===== src/hdl/scr_pkg.sv =====
// ----------------------------------------------------------------------------
// scr_pkg
// Shared widths, register indexes, reset values and types of the SCReLU
// output layer dot product block.
// ----------------------------------------------------------------------------
package scr_pkg;

    localparam int DATA_W      = 16;
    localparam int CLIP_W      = 8;
    localparam int SCALE_W     = 10;
    localparam int LIMIT_W     = 15;
    localparam int SUM_W       = 32;
    localparam int IN_TDATA_W  = 80;
    localparam int OUT_TDATA_W = 16;

    // final arithmetic: |sum/qa + bias| * scale < 2^42
    localparam int DIV_DVD_W   = 42;
    localparam int DIV_DVS_W   = 16;
    localparam int E1_W        = 34;
    localparam int E2_W        = 43;

    localparam int CFG_IDX_W   = 2;
    localparam int CFG_DATA_W  = 15;

    typedef enum logic [CFG_IDX_W-1:0] {
        CFG_ACT_CLIP    = 2'd0,
        CFG_OUT_QUANT   = 2'd1,
        CFG_EVAL_SCALE  = 2'd2,
        CFG_SCORE_LIMIT = 2'd3
    } t_cfg_idx;

    localparam logic [CLIP_W-1:0]  RST_ACT_CLIP    = 8'd255;
    localparam logic [CLIP_W-1:0]  RST_OUT_QUANT   = 8'd64;
    localparam logic [SCALE_W-1:0] RST_EVAL_SCALE  = 10'd400;
    localparam logic [LIMIT_W-1:0] RST_SCORE_LIMIT = 15'd31000;

    // lane pipeline tag that travels beside the lane payload
    typedef struct packed {
        logic valid;
        logic last;
    } t_pipe_ctl;

endpackage


===== src/hdl/scr_lane.sv =====
// ----------------------------------------------------------------------------
// scr_lane
// One SCReLU lane: clamp the accumulator to [0, qa], multiply by the weight,
// truncate the product to 16 bits, then multiply by the clamp again. Two stages.
// ----------------------------------------------------------------------------
module scr_lane (
    input  logic                                i_clk,
    input  logic signed [scr_pkg::DATA_W-1:0]   i_acc,
    input  logic signed [scr_pkg::DATA_W-1:0]   i_weight,
    input  logic        [scr_pkg::CLIP_W-1:0]   i_qa,
    output logic signed [scr_pkg::SUM_W-1:0]    o_term
);
    import scr_pkg::*;

    logic        [CLIP_W-1:0]          n_clip;
    logic        [CLIP_W-1:0]          r_clip;
    logic signed [DATA_W-1:0]          r_part;
    logic signed [CLIP_W+DATA_W:0]     w_prod1;
    logic signed [CLIP_W+DATA_W:0]     w_prod2;
    logic signed [SUM_W-1:0]           r_term;

    always_comb begin
        if (i_acc[DATA_W-1]) begin
            n_clip = '0;
        end else if (i_acc[DATA_W-2:0] > {{(DATA_W-1-CLIP_W){1'b0}}, i_qa}) begin
            n_clip = i_qa;
        end else begin
            n_clip = i_acc[CLIP_W-1:0];
        end
    end

    assign w_prod1 = $signed({{(DATA_W+1){1'b0}}, n_clip})
                   * $signed({{(CLIP_W+1){i_weight[DATA_W-1]}}, i_weight});
    assign w_prod2 = $signed({{(DATA_W+1){1'b0}}, r_clip})
                   * $signed({{(CLIP_W+1){r_part[DATA_W-1]}}, r_part});

    always_ff @(posedge i_clk) begin
        r_clip <= n_clip;
        r_part <= w_prod1[DATA_W-1:0];
        r_term <= {{(SUM_W-CLIP_W-DATA_W-1){w_prod2[CLIP_W+DATA_W]}}, w_prod2};
    end

    assign o_term = r_term;

endmodule


===== src/hdl/scr_divider.sv =====
// ----------------------------------------------------------------------------
// scr_divider
// Unsigned restoring divider, one quotient bit per cycle. Pulses o_done in the
// cycle after the last step; the quotient holds until the next start.
// ----------------------------------------------------------------------------
module scr_divider #(
    parameter int DVD_W = scr_pkg::DIV_DVD_W,
    parameter int DVS_W = scr_pkg::DIV_DVS_W
) (
    input  logic             i_clk,
    input  logic             i_rst_n,
    input  logic             i_start,
    input  logic [DVD_W-1:0] i_dividend,
    input  logic [DVS_W-1:0] i_divisor,
    output logic             o_done,
    output logic [DVD_W-1:0] o_quotient
);
    localparam int CNT_W = $clog2(DVD_W + 1);

    logic             r_run;
    logic             r_done;
    logic [CNT_W-1:0] r_cnt;
    logic [DVS_W-1:0] r_rem;
    logic [DVD_W-1:0] r_quo;
    logic [DVS_W-1:0] r_dvs;
    logic [DVS_W:0]   w_shift;
    logic [DVS_W:0]   w_diff;
    logic             w_ge;

    assign w_shift = {r_rem, r_quo[DVD_W-1]};
    assign w_ge    = (w_shift >= {1'b0, r_dvs});
    assign w_diff  = w_ge ? (w_shift - {1'b0, r_dvs}) : w_shift;

    always_ff @(posedge i_clk) begin
        if (!i_rst_n) begin
            r_run  <= 1'b0;
            r_done <= 1'b0;
            r_cnt  <= '0;
        end else begin
            r_done <= 1'b0;
            if (i_start && !r_run) begin
                r_run <= 1'b1;
                r_cnt <= CNT_W'(DVD_W);
            end else if (r_run) begin
                r_cnt <= r_cnt - 1'b1;
                if (r_cnt == CNT_W'(1)) begin
                    r_run  <= 1'b0;
                    r_done <= 1'b1;
                end
            end
        end
    end

    always_ff @(posedge i_clk) begin
        if (i_start && !r_run) begin
            r_rem <= '0;
            r_quo <= i_dividend;
            r_dvs <= i_divisor;
        end else if (r_run) begin
            r_rem <= w_diff[DVS_W-1:0];
            r_quo <= {r_quo[DVD_W-2:0], w_ge};
        end
    end

    assign o_done     = r_done;
    assign o_quotient = r_quo;

endmodule


===== src/hdl/scr_merge.sv =====
// ----------------------------------------------------------------------------
// scr_merge
// Merge stage: add both lane terms into the wrapping running sum, and on the
// last position run the final scaling (divide, bias, scale, divide, clamp)
// on a shared divider. Holds the score in an output register.
// ----------------------------------------------------------------------------
module scr_merge (
    input  logic                                i_clk,
    input  logic                                i_rst_n,
    input  scr_pkg::t_pipe_ctl                  i_ctl,
    input  logic signed [scr_pkg::SUM_W-1:0]    i_term_own,
    input  logic signed [scr_pkg::SUM_W-1:0]    i_term_opp,
    input  logic signed [scr_pkg::DATA_W-1:0]   i_bias,
    input  logic        [scr_pkg::CLIP_W-1:0]   i_qa,
    input  logic        [scr_pkg::CLIP_W-1:0]   i_qb,
    input  logic        [scr_pkg::SCALE_W-1:0]  i_scale,
    input  logic        [scr_pkg::LIMIT_W-1:0]  i_limit,
    input  logic                                i_ready,
    output logic                                o_valid,
    output logic signed [scr_pkg::DATA_W-1:0]   o_score,
    output logic                                o_done
);
    import scr_pkg::*;

    typedef enum logic [6:0] {
        S_IDLE    = 7'b0000001,
        S_DIV1_GO = 7'b0000010,
        S_DIV1    = 7'b0000100,
        S_MUL     = 7'b0001000,
        S_DIV2_GO = 7'b0010000,
        S_DIV2    = 7'b0100000,
        S_CLAMP   = 7'b1000000
    } t_state;

    t_state                      r_state;
    logic        [SUM_W-1:0]     r_sum;
    logic        [SUM_W-1:0]     w_sum_next;
    logic                        r_neg;
    logic signed [E1_W-1:0]      r_e1;
    logic signed [E2_W-1:0]      r_e2;
    logic signed [E2_W-1:0]      r_e3;
    logic        [DIV_DVS_W-1:0] r_den;
    logic                        r_out_valid;
    logic signed [DATA_W-1:0]    r_score;

    logic                        w_div_start;
    logic        [DIV_DVD_W-1:0] w_dividend;
    logic        [DIV_DVS_W-1:0] w_divisor;
    logic                        w_div_done;
    logic        [DIV_DVD_W-1:0] w_quo;

    logic        [SUM_W:0]       w_sum_ext;
    logic        [SUM_W:0]       w_sum_abs;
    logic        [E2_W-1:0]      w_e2_abs;
    logic signed [SUM_W:0]       w_q1;
    logic signed [E1_W-1:0]      w_e1;
    logic signed [E1_W+SCALE_W:0] w_prod;
    logic signed [E2_W-1:0]      w_q2;
    logic signed [E2_W-1:0]      w_lim;
    logic signed [DATA_W-1:0]    w_clamped;
    logic                        w_load;

    assign w_sum_next = r_sum + i_term_own + i_term_opp;

    assign w_sum_ext = {r_sum[SUM_W-1], r_sum};
    assign w_sum_abs = r_sum[SUM_W-1] ? (~w_sum_ext + 1'b1) : w_sum_ext;
    assign w_e2_abs  = r_e2[E2_W-1] ? (~r_e2 + 1'b1) : r_e2;

    always_comb begin
        w_div_start = 1'b0;
        w_dividend  = {{(DIV_DVD_W-SUM_W-1){1'b0}}, w_sum_abs};
        w_divisor   = {{(DIV_DVS_W-CLIP_W){1'b0}}, i_qa};
        case (r_state)
            S_DIV1_GO: begin
                w_div_start = 1'b1;
            end
            S_DIV2_GO: begin
                w_div_start = 1'b1;
                w_dividend  = w_e2_abs[DIV_DVD_W-1:0];
                w_divisor   = r_den;
            end
            default: begin
                w_div_start = 1'b0;
            end
        endcase
    end

    scr_divider #(
        .DVD_W (DIV_DVD_W),
        .DVS_W (DIV_DVS_W)
    ) u_divider (
        .i_clk      (i_clk),
        .i_rst_n    (i_rst_n),
        .i_start    (w_div_start),
        .i_dividend (w_dividend),
        .i_divisor  (w_divisor),
        .o_done     (w_div_done),
        .o_quotient (w_quo)
    );

    // restore the sign of each truncated quotient
    assign w_q1 = r_neg ? -$signed({1'b0, w_quo[SUM_W-1:0]})
                        :  $signed({1'b0, w_quo[SUM_W-1:0]});
    assign w_e1 = {w_q1[SUM_W], w_q1} + {{(E1_W-DATA_W){i_bias[DATA_W-1]}}, i_bias};
    assign w_prod = $signed({{(SCALE_W+1){r_e1[E1_W-1]}}, r_e1})
                  * $signed({{(E1_W+1){1'b0}}, i_scale});
    assign w_q2 = r_neg ? -$signed({1'b0, w_quo}) : $signed({1'b0, w_quo});

    assign w_lim = $signed({{(E2_W-LIMIT_W){1'b0}}, i_limit});

    always_comb begin
        if (r_e3 > w_lim) begin
            w_clamped = $signed({1'b0, i_limit});
        end else if (r_e3 < -w_lim) begin
            w_clamped = -$signed({1'b0, i_limit});
        end else begin
            w_clamped = r_e3[DATA_W-1:0];
        end
    end

    assign w_load = (r_state == S_CLAMP) && (!r_out_valid || i_ready);

    always_ff @(posedge i_clk) begin
        if (!i_rst_n) begin
            r_state     <= S_IDLE;
            r_sum       <= '0;
            r_out_valid <= 1'b0;
        end else begin
            if (w_load) begin
                r_out_valid <= 1'b1;
            end else if (r_out_valid && i_ready) begin
                r_out_valid <= 1'b0;
            end
            case (r_state)
                S_IDLE: begin
                    if (i_ctl.valid) begin
                        r_sum <= w_sum_next;
                        if (i_ctl.last) begin
                            r_state <= S_DIV1_GO;
                        end
                    end
                end
                S_DIV1_GO: begin
                    r_sum   <= '0;
                    r_state <= S_DIV1;
                end
                S_DIV1: begin
                    if (w_div_done) begin
                        r_state <= S_MUL;
                    end
                end
                S_MUL: begin
                    r_state <= S_DIV2_GO;
                end
                S_DIV2_GO: begin
                    r_state <= S_DIV2;
                end
                S_DIV2: begin
                    if (w_div_done) begin
                        r_state <= S_CLAMP;
                    end
                end
                S_CLAMP: begin
                    if (w_load) begin
                        r_state <= S_IDLE;
                    end
                end
                default: begin
                    r_state <= S_IDLE;
                end
            endcase
        end
    end

    always_ff @(posedge i_clk) begin
        if (r_state == S_DIV1_GO) begin
            r_neg <= r_sum[SUM_W-1];
        end else if (r_state == S_DIV2_GO) begin
            r_neg <= r_e2[E2_W-1];
        end
        if (r_state == S_DIV1 && w_div_done) begin
            r_e1 <= w_e1;
        end
        if (r_state == S_MUL) begin
            r_e2  <= w_prod[E2_W-1:0];
            r_den <= DIV_DVS_W'(i_qa) * DIV_DVS_W'(i_qb);
        end
        if (r_state == S_DIV2 && w_div_done) begin
            r_e3 <= w_q2;
        end
        if (w_load) begin
            r_score <= w_clamped;
        end
    end

    assign o_valid = r_out_valid;
    assign o_score = r_score;
    assign o_done  = w_load;

endmodule


===== src/hdl/screlu_output_layer_dot_unit.sv =====
// ----------------------------------------------------------------------------
// screlu_output_layer_dot_unit
// SCReLU output layer dot product: two lanes (side to move, opponent) feed a
// merge stage that keeps the running sum and produces the clamped score.
//
//  channel   dir  handshake                  payload
//  s_axis    in   i_s_axis_tvalid/o_..tready  tdata[79:0] accs, weights, bias
//                                             tlast = last position
//  m_axis    out  o_m_axis_tvalid/i_..tready  tdata[15:0] score
//  cfg       in   i_cfg_we                    i_cfg_idx, i_cfg_wdata
//
// Positions without tlast are taken one per cycle while tready is high; the two
// lane stages are fully pipelined. A position with tlast holds tready low until
// its score is in the output register: lanes, merge, two passes of the shared
// divider at one quotient bit per cycle (42 steps each), scale and clamp. The
// score waits in an output register, so a stalled m_axis never blocks the next
// run until its own final scaling is done.
// Reset is synchronous: configuration registers return to defaults and the sum to zero.
// ----------------------------------------------------------------------------
module screlu_output_layer_dot_unit (
    input  logic                                   i_clk,
    input  logic                                   i_rst_n,
    input  logic                                   i_s_axis_tvalid,
    output logic                                   o_s_axis_tready,
    // own_acc, opp_acc, own_weight, opp_weight, bucket_bias (lowest first)
    input  logic [scr_pkg::IN_TDATA_W-1:0]         i_s_axis_tdata,
    input  logic                                   i_s_axis_tlast,
    output logic                                   o_m_axis_tvalid,
    input  logic                                   i_m_axis_tready,
    // score
    output logic [scr_pkg::OUT_TDATA_W-1:0]        o_m_axis_tdata,
    input  logic                                   i_cfg_we,
    input  logic [scr_pkg::CFG_IDX_W-1:0]          i_cfg_idx,
    input  logic [scr_pkg::CFG_DATA_W-1:0]         i_cfg_wdata
);
    import scr_pkg::*;

    logic [CLIP_W-1:0]        r_act_clip;
    logic [CLIP_W-1:0]        r_out_quant;
    logic [SCALE_W-1:0]       r_eval_scale;
    logic [LIMIT_W-1:0]       r_score_limit;
    logic [CLIP_W-1:0]        w_qa;
    logic [CLIP_W-1:0]        w_qb;

    logic                     r_busy;
    logic                     w_accept;
    t_pipe_ctl                r_ctl1;
    t_pipe_ctl                r_ctl2;
    logic signed [DATA_W-1:0] r_bias;
    logic signed [SUM_W-1:0]  w_term_own;
    logic signed [SUM_W-1:0]  w_term_opp;
    logic signed [DATA_W-1:0] w_score;
    logic                     w_done;

    always_ff @(posedge i_clk) begin
        if (!i_rst_n) begin
            r_act_clip    <= RST_ACT_CLIP;
            r_out_quant   <= RST_OUT_QUANT;
            r_eval_scale  <= RST_EVAL_SCALE;
            r_score_limit <= RST_SCORE_LIMIT;
        end else if (i_cfg_we) begin
            case (i_cfg_idx)
                CFG_ACT_CLIP:    r_act_clip    <= i_cfg_wdata[CLIP_W-1:0];
                CFG_OUT_QUANT:   r_out_quant   <= i_cfg_wdata[CLIP_W-1:0];
                CFG_EVAL_SCALE:  r_eval_scale  <= i_cfg_wdata[SCALE_W-1:0];
                CFG_SCORE_LIMIT: r_score_limit <= i_cfg_wdata[LIMIT_W-1:0];
                default: begin
                end
            endcase
        end
    end

    // a zero divisor setting acts as one
    assign w_qa = (r_act_clip == '0) ? CLIP_W'(1) : r_act_clip;
    assign w_qb = (r_out_quant == '0) ? CLIP_W'(1) : r_out_quant;

    assign o_s_axis_tready = !r_busy;
    assign w_accept        = i_s_axis_tvalid && !r_busy;

    always_ff @(posedge i_clk) begin
        if (!i_rst_n) begin
            r_busy <= 1'b0;
            r_ctl1 <= '0;
            r_ctl2 <= '0;
        end else begin
            r_ctl1.valid <= w_accept;
            r_ctl1.last  <= w_accept && i_s_axis_tlast;
            r_ctl2       <= r_ctl1;
            // hold off new positions from a last transaction until its score is in the output register
            if (w_accept && i_s_axis_tlast) begin
                r_busy <= 1'b1;
            end else if (w_done) begin
                r_busy <= 1'b0;
            end
        end
    end

    always_ff @(posedge i_clk) begin
        if (w_accept && i_s_axis_tlast) begin
            r_bias <= i_s_axis_tdata[79:64];
        end
    end

    scr_lane u_lane_own (
        .i_clk    (i_clk),
        .i_acc    (i_s_axis_tdata[15:0]),
        .i_weight (i_s_axis_tdata[47:32]),
        .i_qa     (w_qa),
        .o_term   (w_term_own)
    );

    scr_lane u_lane_opp (
        .i_clk    (i_clk),
        .i_acc    (i_s_axis_tdata[31:16]),
        .i_weight (i_s_axis_tdata[63:48]),
        .i_qa     (w_qa),
        .o_term   (w_term_opp)
    );

    scr_merge u_merge (
        .i_clk      (i_clk),
        .i_rst_n    (i_rst_n),
        .i_ctl      (r_ctl2),
        .i_term_own (w_term_own),
        .i_term_opp (w_term_opp),
        .i_bias     (r_bias),
        .i_qa       (w_qa),
        .i_qb       (w_qb),
        .i_scale    (r_eval_scale),
        .i_limit    (r_score_limit),
        .i_ready    (i_m_axis_tready),
        .o_valid    (o_m_axis_tvalid),
        .o_score    (w_score),
        .o_done     (w_done)
    );

    assign o_m_axis_tdata = w_score;

`ifndef SYNTHESIS
    a_busy_after_last: assert property (@(posedge i_clk) disable iff (!i_rst_n)
        (w_accept && i_s_axis_tlast) |=> !o_s_axis_tready)
        else $error("input accepted right after a last transaction");

    a_last_in_busy: assert property (@(posedge i_clk) disable iff (!i_rst_n)
        (r_ctl2.valid && r_ctl2.last) |-> r_busy)
        else $error("last position reached the merge stage while not busy");

    a_score_from_run: assert property (@(posedge i_clk) disable iff (!i_rst_n)
        $rose(o_m_axis_tvalid) |-> $past(r_busy))
        else $error("score appeared without a pending run");

    a_done_frees: assert property (@(posedge i_clk) disable iff (!i_rst_n)
        w_done |=> (o_s_axis_tready && o_m_axis_tvalid))
        else $error("finished score did not release the input side");
`endif

endmodule

===== config.mk =====
export PLATFORM = sky130hd
export DESIGN_NAME = screlu_output_layer_dot_unit
export DESIGN_NICKNAME = d
export VERILOG_FILES = /design/src/hdl/scr_pkg.sv /design/src/hdl/scr_lane.sv /design/src/hdl/scr_divider.sv /design/src/hdl/scr_merge.sv /design/src/hdl/screlu_output_layer_dot_unit.sv
export SDC_FILE = /design/constraint.sdc
export NUM_CORES = 2
export LEC_CHECK = 0
export BUFFER_PORTS_ARGS = -buffer_cell sky130_fd_sc_hd__buf_2
export CAP_MARGIN = 5
export CORE_UTILIZATION = 55
export CTS_BUF_LIST = sky130_fd_sc_hd__clkbuf_16
export DETAILED_ROUTE_END_ITERATION = 8
export GPL_ROUTABILITY_DRIVEN = 1
export PLACE_DENSITY = 0.71
export SLEW_MARGIN = 20
export SYNTH_ARGS = -nofsm -noshare
export SYNTH_HDL_FRONTEND = slang
export SYNTH_SLANG_ARGS = --single-unit

===== constraint.sdc =====
create_clock -name i_clk -period 17.75 [get_ports i_clk]
set_clock_uncertainty 0.1 [all_clocks]
set_input_delay 3.55 -clock i_clk [delete_from_list [all_inputs] [get_ports i_clk]]
set_output_delay 3.55 -clock i_clk [all_outputs]
set_load 0.01 [all_outputs]

# ---- Word level (Yosys, flattened, before mapping)
# Index checks and enable logic that the tools add are counted.
dict set report totals {
  regBits 435
  inputBits 103
  output_inout_bits 18
  wordCells 143
}
dict set report classes {
  add_sub_neg 11
  mul 6
  magnitude_cmp 5
  eq_ne 16
  muxes 38
  n_bitwise 4
  reduce_logical 28
}
# operator count
set op_table {}
lappend op_table {{two-way mux 42 bit} 5}
lappend op_table {{two-way mux 33 bit} 2}
lappend op_table {{adder 32 bit} 2}
lappend op_table {{case mux 32 bit (2 select lines)} 1}
lappend op_table {{two-way mux 8 bit} 7}
lappend op_table {{multiplier 9 x 16 -> 25 bit} 2}
lappend op_table {{case mux 7 bit (7 select lines)} 1}
lappend op_table {{greater-than comparator 43 x 16 -> 1 bit} 1}
lappend op_table {{less-than comparator 43 bit} 1}
lappend op_table {{multiplier 34 x 11 -> 43 bit} 1}
lappend op_table {{negator 15 -> 43 bit} 1}
lappend op_table {{negator 42 -> 43 bit} 1}
lappend op_table {{adder 42 x 1 -> 42 bit (second input constant)} 1}
lappend op_table {{inverter 42 bit} 1}
lappend op_table {{two-way mux 7 bit} 5}
lappend op_table {{adder 33 x 16 -> 34 bit} 1}
lappend op_table {{adder 33 x 1 -> 33 bit (second input constant)} 1}
lappend op_table {{negator 32 -> 33 bit} 1}
lappend op_table {{inverter 33 bit} 1}
lappend op_table {{multiplier 9 x 16 -> 16 bit} 2}
lappend op_table {{two-way mux 16 bit} 2}
lappend op_table {{two-way mux 32 bit} 1}
lappend op_table {{greater-than comparator 15 x 8 -> 1 bit} 2}
lappend op_table {{>= comparator 17 x 16 -> 1 bit} 1}
lappend op_table {{30 further kinds} 64}

# ---- Logic depth before layout (Yosys ltp)
dict set report logic_depth {
  word_depth 6
  mapped_depth 31
  mapped_depth_nobuf 30
}

# ---- Hierarchy
# Synthesis repeated with hierarchy kept, for this count alone.
dict set report unflattened {
  cells_unflattened 5690
  area_unflattened_um2 52858.2
}
# mod instances cells_each area_each_um2 seq_area_each_um2
set modules_own_cells {}
lappend modules_own_cells {scr_merge 1 3097 28150.7 5395.2}
lappend modules_own_cells {{scr_lane at u_lane_own} 1 992 8941.1 980.9}
lappend modules_own_cells {{scr_lane at u_lane_opp} 1 985 8886.0 980.9}
lappend modules_own_cells {scr_divider 1 402 4474.3 2222.1}
lappend modules_own_cells {screlu_output_layer_dot_unit 1 214 2406.1 1401.3}

# ---- Worst setup path after synthesis
# No wires, ideal clock.
dict set report synth_timing {
  path_kind {input -> register}
  from {input i_s_axis_tdata[18] in the netlist's numbering}
  to {register u_lane_opp.r_part[15]}
  setup_ns 0.131
  t_arrival_ns 9.309
  required_ns 17.519
  path_slack_ns 8.210
  path_stages 25
  n_path_buf 1
  cell_sequence {ha_1 o21ai_0 a21oi_1 o41ai_1 o311ai_2 nor2_1 a211oi_1 clkbuf_1 nand2_1 fa_1 inv_1 fa_1 inv_1 fa_1 fa_1 inv_1 ha_1 nor2b_1 o211ai_1 nand2_1 a21oi_1 nor2b_1 o21ai_0 a21oi_1 xor3_1}
}
dict set report synth_between {
  elab_chain_cells 4
}
# element line
set synth_rtl {}
lappend synth_rtl {{from (decl)} screlu_output_layer_dot_unit.sv:26} ;# input logic [scr_pkg::IN_TDATA_W-1:0] i_s_axis_tdata,
lappend synth_rtl {{greater-than comparator 15 x 8 -> 1 bit} scr_lane.sv:25} ;# end else if (i_acc[DATA_W-2:0] > {{(DATA_W-1-CLIP_W){1'b0}}, i_qa}) begin
lappend synth_rtl {{two-way mux 8 bit} scr_lane.sv:25}
lappend synth_rtl {{two-way mux 8 bit} scr_lane.sv:23} ;# if (i_acc[DATA_W-1]) begin
lappend synth_rtl {{via u_lane_opp.n_clip[0]} scr_lane.sv:15} ;# logic [CLIP_W-1:0] n_clip;
lappend synth_rtl {{multiplier 9 x 16 -> 16 bit} scr_lane.sv:33} ;# * $signed({{(CLIP_W+1){i_weight[DATA_W-1]}}, i_weight});
lappend synth_rtl {{via u_lane_opp.w_prod1[15]} scr_lane.sv:18} ;# logic signed [CLIP_W+DATA_W:0] w_prod1;
lappend synth_rtl {{to (signal assigned)} scr_lane.sv:39} ;# r_part <= w_prod1[DATA_W-1:0];
lappend synth_rtl {{to (decl)} scr_lane.sv:17} ;# logic signed [DATA_W-1:0] r_part;
# The timed path passes the listed nets, and every way through them passes these cells.
# A chain may end at the register's enable or synchronous reset.

# ---- Worst setup path after layout
dict set report layout_timing {
  from {input i_s_axis_tdata[18] in the netlist's numbering}
  to {register u_lane_opp.r_part[15]}
}
dict set report layout_between {
  elab_chain_cells 4
}
# element line
set layout_rtl {}
lappend layout_rtl {{greater-than comparator 15 x 8 -> 1 bit} scr_lane.sv:25}
lappend layout_rtl {{two-way mux 8 bit (*)} scr_lane.sv:25}
lappend layout_rtl {{two-way mux 8 bit (*)} scr_lane.sv:23}
lappend layout_rtl {{multiplier 9 x 16 -> 16 bit (*)} scr_lane.sv:33}
lappend layout_rtl {{via u_lane_opp.w_prod1[15]} scr_lane.sv:18}
# The timed path passes the listed nets; every way through them passes the cells marked *.

==> results.md <==
- Post-synth net total: 6,798
- Warnings from Yosys: 0
- RR Endpoint: u_lane_opp.r_part[15]$_DFF_P_
- Setup_tns: 0 ns
- Clock Sinks: about 440
- Tmin final: 9.70 ns
- CTS max path bufs: 3
- Remaining global-route overflow: 0
- WL final: 122 mm
- Dominant cell type by area after synthesis: fa_1
- # fillers: 8,039
- Clk pin slew, worst setup/hold paths: 0.05 ns
- Worst hold endpoint: r_ctl2[1]$_SDFF_PN0_
- Worst Path Arrival: 10.11 ns
- Slew Limit Headroom: 28.9%
- Critical Path Fanout Max: 15
- Crit path capture type: register
- Via count: 38,100
- Die W: approximately 310 µm
- Initial antenna violation count: 3
- Global-route wire length before repair: about 200 mm
- Vias in the first global route: 39,100
- List of most frequent post-synthesis cells: inv_1 (858), fa_1 (675), nand2_1 (663)
- Drt initial violations: 2,294
- Worst slew pin tran: 1.06 ns
- Drt first pass iters: 7
- Top-count cell post-synth: inv_1
- Fin util: between 50% and 60%
- Ports: 121
- Number of synthesized register bits: approximately 440
- R2R Setup Slk: 9.24 ns
- Number of gates resized after CTS: 0
- Post-synth ARST share: 0%
- Nets: 6,801
- Die area: 94,700 µm²
- Synth Area per Inst: 9.23 µm²
- Origin of the worst min-delay path: r_ctl1[1]$_SDFF_PN0_
- CP Class: input pin to register
- Cell count after synthesis: between 5,000 and 6,000
- CP max stage cell: o311ai_2
- Worst min path class: register to register
- Crit-path most repeated cell: a21oi_1
- Pwr per Cell Area: between 150 and 200 nW/µm²
- RePlAce Congestion: 0.922
- FF-to-FF Start: r_act_clip[7]$_SDFFE_PN1P_
- Site Rows: 111
- Post-synth top area share: 26.3%
- Unique cell type count in the Yosys netlist: 81
- H-Tree Depth: 2
- Total GRT Usage: 26.7%
- Fin cells: 6,858
- CTS tree: yes
- Ys flop type: edfxtp_1
- Buffers on Ports: 120
- Hold bufs inserted after CTS: 0
- Hold Violations, Final: 0
- Vias per cell: 5.56
- Pins Over Slew Limit: 0
- Hold Crit Depth: 1
- Die H: 308 µm
- Clock Latency Late Sink: 0.66 ns
- Post-Syn Area: 51,400 µm²
- Peak Freq: 0.103 GHz
- Core box area: 92,100 µm²
- Clk root buf: clkbuf_16
- Share of cells above drive strength 1: roughly 4.9%
- Num CTS Buffers: 51
- Setup bufs post-CTS: 0
- Inserted Diodes: 0
- Post-DRT Antenna Nets: 0
- Dpl cells: a little under 7,000
- DPL Wire Length: a little under 100 mm
- Worst vdd ir: 785 µV
- Tcrit/Tclk final: between 50% and 60%
- Post-synth EDFFs: 227
- Critical Path RT: 18.16 ns
- Setup Viol. Count Final: 0
- Unrepaired setup endpoints after global routing: false
- Synth area leaders: fa_1 (26%), edfxtp_1 (13%), ha_1 (11%)
- Status: finished clean
- Initial Utilization: 55.8%
- Post-synthesis sequential area ratio: a little over a fifth
- Max-Cap Viols: 0
- Largest net degree at the start of global routing: 73
- DR DRC count: 0
- R2r worst-path depth: 29
- Setup crit start kind: input pin
- Leak Pwr: between 0.02 and 0.03 µW
- Drt wl/cell: 17.8 µm
- P&R area growth vs syn: 6.55%
- Slowest stage delay, CP: ~0.75 ns
[worst max-delay path, delay by kind of cell]
family	cells	cell delay, ns
xor+xnor	1	0.37
simple gates	5	1.03
mux	1	0.34
fa+ha+maj	6	2.39
compound gates	10	2.11
buf+inv	4	0.29
[power by group]
part | internal (µW) | total (µW) | switching [µW] | leakage, µW
combinational | 3330 | 7520 | 4200 | 0.0208
sequential | 1320 | 1530 | 214 | 0.00379
clock | 584 | 1060 | 471 | 0.000868
[layer usage]
metal / up-vias / wire (µm) / GRT usage (%)
li1: 18100 / - / -
met1: 18800 / 51300 / 34.5
met2: 973 / 59600 / 46.0
met3: 222 / 6260 / 3.06
met4: 2 / 4620 / 9.60
met5: - / 13 / 0
[metrics by stage]
step | power (µW) | worst slack [ns] | hold WS (ns) | instance area [µm²]
floorplan | 7480 | 8.21 | 0.312 | 51400
global placement | 8860 | 7.17 | 0.315 | 53100
detailed placement | 9060 | 7.05 | 0.322 | 53100
CTS | 10200 | 7.72 | 0.339 | 54700
global route | 11300 | 7.40 | 0.350 | 54800
finish | 10100 | 8.05 | 0.334 | 54800
[sequential cells by signal, indices dropped and copies added, names as in the netlist, 25 cells and up]
register,flops
u_merge.r_e1,34
u_merge.r_sum,32
u_merge.r_e2,43
u_merge.u_divider.o_quotient,42
u_merge.r_e3,43
u_lane_own.o_term,25
u_lane_opp.o_term,25
[worst max-delay path by stage]
stage | slack [ns] | cells after the start | start | to
final | 8.05 | 27 | i_s_axis_tdata[18] | u_lane_opp.r_part[15]$_DFF_P_
after global routing | 7.40 | 27 | i_s_axis_tdata[19] | u_lane_opp.r_part[15]$_DFF_P_
after global placement | 7.17 | 27 | i_s_axis_tdata[18] | u_lane_opp.r_part[15]$_DFF_P_
after detailed placement | 7.05 | 27 | i_s_axis_tdata[18] | u_lane_opp.r_part[15]$_DFF_P_
after CTS | 7.72 | 27 | i_s_axis_tdata[18] | u_lane_opp.r_part[15]$_DFF_P_
after floorplan | 8.21 | 25 | i_s_axis_tdata[18] | u_lane_opp.r_part[15]$_DFF_P_
[cells in the final DEF (no fill, tap or decap), types with 74 or more instances in the layout]
cell type	synthesis	routed
xnor2_1	226	226
edfxtp_1	227	227
a21oi_1	211	211
fa_1	675	675
nor3_1	95	95
o21ai_0	201	201
inv_1	858	868
ha_1	450	450
nand3_1	81	81
nor2_1	210	209
and2_1	498	498
buf_2	4	120
xor2_1	95	95
a21o_1	74	74
dfxtp_1	208	203
nand2_1	663	663
[cells by family after synthesis]
logic type      after synthesis  share of synthesized area, %
compound gates              760                          9.32
xor+xnor                    326                          5.69
flops                       435                          21.4
simple gates               1822                          17.8
buf+inv                    1059                          7.75
fa+ha+maj                  1125                          37.3
mux                          43                         0.842
[final cells by class]
type | count | area, µm² | share of cell area (%)
clock buffer | 54 | 1350 | 2.47
clock inverter | 41 | 323 | 0.590
inverter | 858 | 3220 | 5.88
multi-input combinational | 4076 | 36500 | 66.6
sequential | 435 | 11000 | 20.1
tap | 1243 | 1560 | 2.84
timing repair buffer | 151 | 833 | 1.52
Power figures use the tool's default switching activity.
